**src/rtl/core/ali_pkg.sv**
```systemverilog
// Types, constants and codes for the array list block
`default_nettype none

package ali_pkg;

  localparam int unsigned LIST_CAP = 64;
  localparam int unsigned DATA_W   = 64;
  localparam int unsigned POS_W    = 6;
  localparam int unsigned LEN_W    = 7;
  localparam int unsigned FUNC_W   = 2;
  localparam int unsigned STAT_W   = 2;
  localparam int unsigned IDX_W    = $clog2(LIST_CAP);
  localparam int unsigned CNT_W    = $clog2(LIST_CAP + 1);
  localparam int unsigned CMP_W    = (CNT_W > POS_W) ? CNT_W : POS_W;
  localparam int unsigned GRP_SIZE = 8;
  localparam int unsigned GRP_NUM  = (LIST_CAP + GRP_SIZE - 1) / GRP_SIZE;

  typedef enum logic [FUNC_W-1:0] {
    FN_PUSH   = 2'd0,
    FN_POP    = 2'd1,
    FN_INSERT = 2'd2,
    FN_ERASE  = 2'd3
  } func_e;

  typedef enum logic [STAT_W-1:0] {
    ST_OK    = 2'd0,
    ST_FULL  = 2'd1,
    ST_EMPTY = 2'd2,
    ST_RANGE = 2'd3
  } status_e;

  typedef enum logic [1:0] {
    CMD_HOLD  = 2'd0,
    CMD_WRITE = 2'd1,
    CMD_ERASE = 2'd2
  } cell_op_e;

  typedef struct packed {
    logic [FUNC_W-1:0] func;
    logic [DATA_W-1:0] value;
    logic [POS_W-1:0]  position;
  } ali_in_t;

  typedef struct packed {
    logic [DATA_W-1:0] removed_value;
    logic [LEN_W-1:0]  length;
    logic [STAT_W-1:0] status;
  } ali_out_t;

  // Broadcast to every cell of the chain
  typedef struct packed {
    cell_op_e          op;
    logic [IDX_W-1:0]  wr_idx;
    logic [DATA_W-1:0] value;
    logic              rd_en;
    logic [IDX_W-1:0]  rd_idx;
  } cell_cmd_t;

endpackage

`default_nettype wire

```
**src/rtl/core/ali_cell.sv**
```systemverilog
// One slot of the list: holds a word and trades it with its neighbours
`default_nettype none

module ali_cell import ali_pkg::*; (
  input  wire logic              clk_i,
  input  wire logic [IDX_W-1:0]  idx_i,
  input  wire cell_cmd_t         cmd_i,
  input  wire logic [DATA_W-1:0] lower_i,
  input  wire logic [DATA_W-1:0] upper_i,
  output logic      [DATA_W-1:0] entry_o,
  output logic      [DATA_W-1:0] rd_o
);

  logic [DATA_W-1:0] entry_d, entry_q;

  // Load at the target slot, shift up above it on write, shift down on erase
  always_comb begin
    entry_d = entry_q;
    case (cmd_i.op)
      CMD_WRITE: begin
        if (idx_i == cmd_i.wr_idx) begin
          entry_d = cmd_i.value;
        end else if (idx_i > cmd_i.wr_idx) begin
          entry_d = lower_i;
        end
      end
      CMD_ERASE: begin
        if (idx_i >= cmd_i.wr_idx) begin
          entry_d = upper_i;
        end
      end
      default: entry_d = entry_q;
    endcase
  end

  always_ff @(posedge clk_i) begin
    entry_q <= entry_d;
  end

  assign entry_o = entry_q;
  // Offer the stored word to the gather tree only when addressed
  assign rd_o = (cmd_i.rd_en && (idx_i == cmd_i.rd_idx)) ? entry_q : '0;

endmodule

`default_nettype wire

```
**config.mk**
```make
export PLATFORM = sky130hd
export DESIGN_NAME = ali_cell
export DESIGN_NICKNAME = d
export VERILOG_FILES = /design/src/rtl/core/ali_pkg.sv /design/src/rtl/core/ali_cell.sv
export SDC_FILE = /design/constraint.sdc
export NUM_CORES = 1
export LEC_CHECK = 0
export ABC_CLOCK_PERIOD_IN_PS = 6500
export BUFFER_PORTS_ARGS = -buffer_cell sky130_fd_sc_hd__buf_4
export CAP_MARGIN = 20
export CORE_ASPECT_RATIO = 0.6
export CORE_MARGIN = 8
export CORE_UTILIZATION = 40
export DETAILED_ROUTE_END_ITERATION = 16
export PLACE_DENSITY = 0.79
export REMOVE_ABC_BUFFERS = 1
export SLEW_MARGIN = 20
export SYNTH_ARGS = -nofsm -noshare
export SYNTH_HDL_FRONTEND = slang
export SYNTH_SLANG_ARGS = --single-unit
```
**constraint.sdc**
```tcl
create_clock -name clk_i -period 6.5 [get_ports clk_i]
set_clock_uncertainty 0.15 [all_clocks]
set_input_delay 1.3 -clock clk_i [delete_from_list [all_inputs] [get_ports clk_i]]
set_output_delay 1.3 -clock clk_i [all_outputs]
set_load 0.05 [all_outputs]
```
==> impl_results.md <==
- Status: finished, final reports clean
- Post-synthesis register bit count: 64
- Fraction of final layout cells with drive strength greater than 1: 43.5%
- Net count reported at finish: 1064
- Clk buf depth: 2
- Number of antenna violations at the first check in global routing: 0
- Inserted Clock Buffers: 9
- Maximum level of the CTS H-tree: 3
- Critical path data required time: 5050 ps
- Hold path depth: 3
- Category of the most critical setup path: in -> out
- # rows: 30
- Die footprint: 0.0155 mm^2
- Slew Limit Fails: 0
- Critical-path cell list: buf_4 > xnor2_1 > nand4_4 > nor3_1 > buf_4
- Standard cell with the maximum stage delay on the critical path: nand4_4
- Cts hold-fix bufs: 0
- Unrepaired setup endpoints after global routing: no
- Clock period minus final worst setup slack: 4720 ps
- Hold violation total from the final report: 0
- Horizontal die dimension: 156 um
- I/O Buffers: 341
- Number of sinks on the clock net: 64
- Worst hold path startpoint: upper_i[24]
- CP endpoint kind: output port
- # DRC: 0
- Fill cell total of the finished layout: 973
- Placement-stage worst setup slack: 1780 ps
- DRC violation total after the first TritonRoute iteration: 341
- Yosys warning count: 0
- Launch point of the worst path: cmd_i[2]
- Worst Path Arrival: 3270 ps
- Maximum number of pins on one net before global-route repair: 130
- Aggregate global routing overflow: 0
- Slew at the pin closest to its max-slew limit: 972 ps
- Top library cells by usage in the layout, fill and taps aside: 347 x buf_4, 72 x inv_1, 65 x o21ai_0, 65 x nor2b_1, 65 x a21oi_1
- Critical Path Fanout Max: 64
- Count of max-cap constraint violations: 0
- Count of vias placed by the detailed router: 5536
- Antenna diode instance count: 0
- Weighted congestion at the end of routability-driven global placement: 0.878
- Aggregate routed wire length: 21100 um
- Y dimension of the die: 99.7 um
- Global routing usage summed across all routing layers: 25.7%
- Portion of the post-synthesis area used by sequential elements: 41.1%
- Post-route ant nets: 0
- Placed Area: 0.00722 mm^2
- Category of the worst setup path launch point: primary input
- # setup viols final: 0
- Most common cell after layout, fill and taps aside: buf_4
- Fmax: 212 MHz
- DR WL/cell: 20.9 um
- Slew headroom: 35.1%
- Count of instances resized after the clock tree is built: 0
- Clock-pin transition on the worst setup and hold timing paths: 60 ps
- Core area: 0.0113 mm^2
- Destination of the worst hold path: entry_o[24]
- Final period utilization: 72.7%
- Static power due to leakage: 0.00332 uW
- Synthesized instance count: 544
- CTS Root Buffer Type: clkbuf_16
- First-pass GRT wire length: 31500 um
- Via count of the first global-routing pass: 5556
- Largest stage delay on the critical path: 790 ps
- Clock tree from TritonCTS: built
- Post-Synthesis Cell Area: 0.00467 mm^2
- Post-CTS Setup Repair Bufs: 0
- IO Count: 342
- Total power divided by cell area: 226 mW/mm^2
- Number of flip-flops in the largest register: 64
- Hpwl dp: 15200 um
- Pre-Repair DR Iteration Count: 5
- Most prevalent standard cell on the critical path: buf_4
- Number of distinct library cell variants in the gate-level netlist after synthesis: 23
- Area growth from synthesis to layout: 60.6%
- Worst supply voltage drop on vdd: 0.136 mV
- Initial Utilization: 41.2%
- Mean post-synth cell area: 8.59 um^2
- Worst path setup slack after routing: 1780 ps
- Post-route cell area: 0.00751 mm^2
- Path class of the lowest-slack min-delay path: in -> reg
- Via-to-Cell Ratio: 5.50
-- cells in the mapped netlist --
cell type,instances,area share [%]
buf_2,8,0.86
clkbuf_1,35,2.8
nor2b_1,65,8.7
inv_1,72,5.8
buf_4,1,0.16
a31oi_1,1,0.13
a21oi_1,65,7.0
nand4_1,1,0.13
buf_6,11,2.6
buf_1,6,0.48
nand3_1,1,0.11
o21ai_0,65,7.0
o22a_1,1,0.19
xnor2_1,6,1.1
a211oi_1,1,0.16
and4_1,1,0.19
ha_1,8,2.1
nand4_2,1,0.27
edfxtp_1,64,41
nor3_1,64,6.9
nand2_1,2,0.16
a41oi_1,64,12
nor2_1,1,0.080
-- metal layers --
metal | wire length [um] | GRT usage, %
met5 | 0 | 0
met4 | 600 | 8.98
met3 | 2270 | 10.1
met2 | 10700 | 44.8
met1 | 7490 | 28.0
-- power breakdown --
part,total [uW],internal [uW],switching (uW)
clock network,426,252,174
logic,685,230,456
registers,586,543,43.2
-- worst max-delay path: cells and delay by family --
kind | cells | cell delay (ps)
simple gates | 2 | 1300
buf+inv | 2 | 390
xor+xnor | 1 | 270
-- cell families after synthesis --
logic type      synth area share (%)
compound gates                  26.4
simple gates                    16.5
buf+inv                         12.7
flops                           41.1
fa+ha+maj                       2.14
xor+xnor                        1.12
-- worst max-delay path by stage --
stage,to,slack [ps],depth (start not counted)
final,rd_o[34],1780,5
after floorplan,entry_o[0],-1260,5
after detailed placement,rd_o[34],1780,5
after global routing,rd_o[34],1610,5
after global placement,rd_o[34],1880,5
after CTS,rd_o[34],1780,5
-- layout make-up --
| class | count | area (um^2) | share of cell area [%] |
|---|---|---|---|
| well taps | 160 | 200 | 2.67 |
| clock inverters | 5 | 25.0 | 0.333 |
| multi-input cells | 347 | 2230 | 29.7 |
| clock buffers | 10 | 229 | 3.05 |
| inverters | 72 | 270 | 3.60 |
| flip-flops and latches | 64 | 1920 | 25.6 |
| repair buffers | 348 | 2630 | 35.1 |
-- through the flow --
stage / util, % / std cells / total power, uW / setup TNS [ps] / hold WS, ps
3_5_place_dp: 63.7 / 990 / 1280 / 0 / 1470
3_3_place_gp: 63.6 / 990 / 1260 / 0 / 1470
2_1_floorplan: - / 483 / 986 / -80450 / 1380
6_report: 66.2 / 1006 / 1700 / 0 / 1150
5_1_grt: 66.2 / 1006 / 1770 / 0 / 1150
4_1_cts: 66.0 / 1005 / 1700 / 0 / 1140
(Power assumes the default switching activity.)
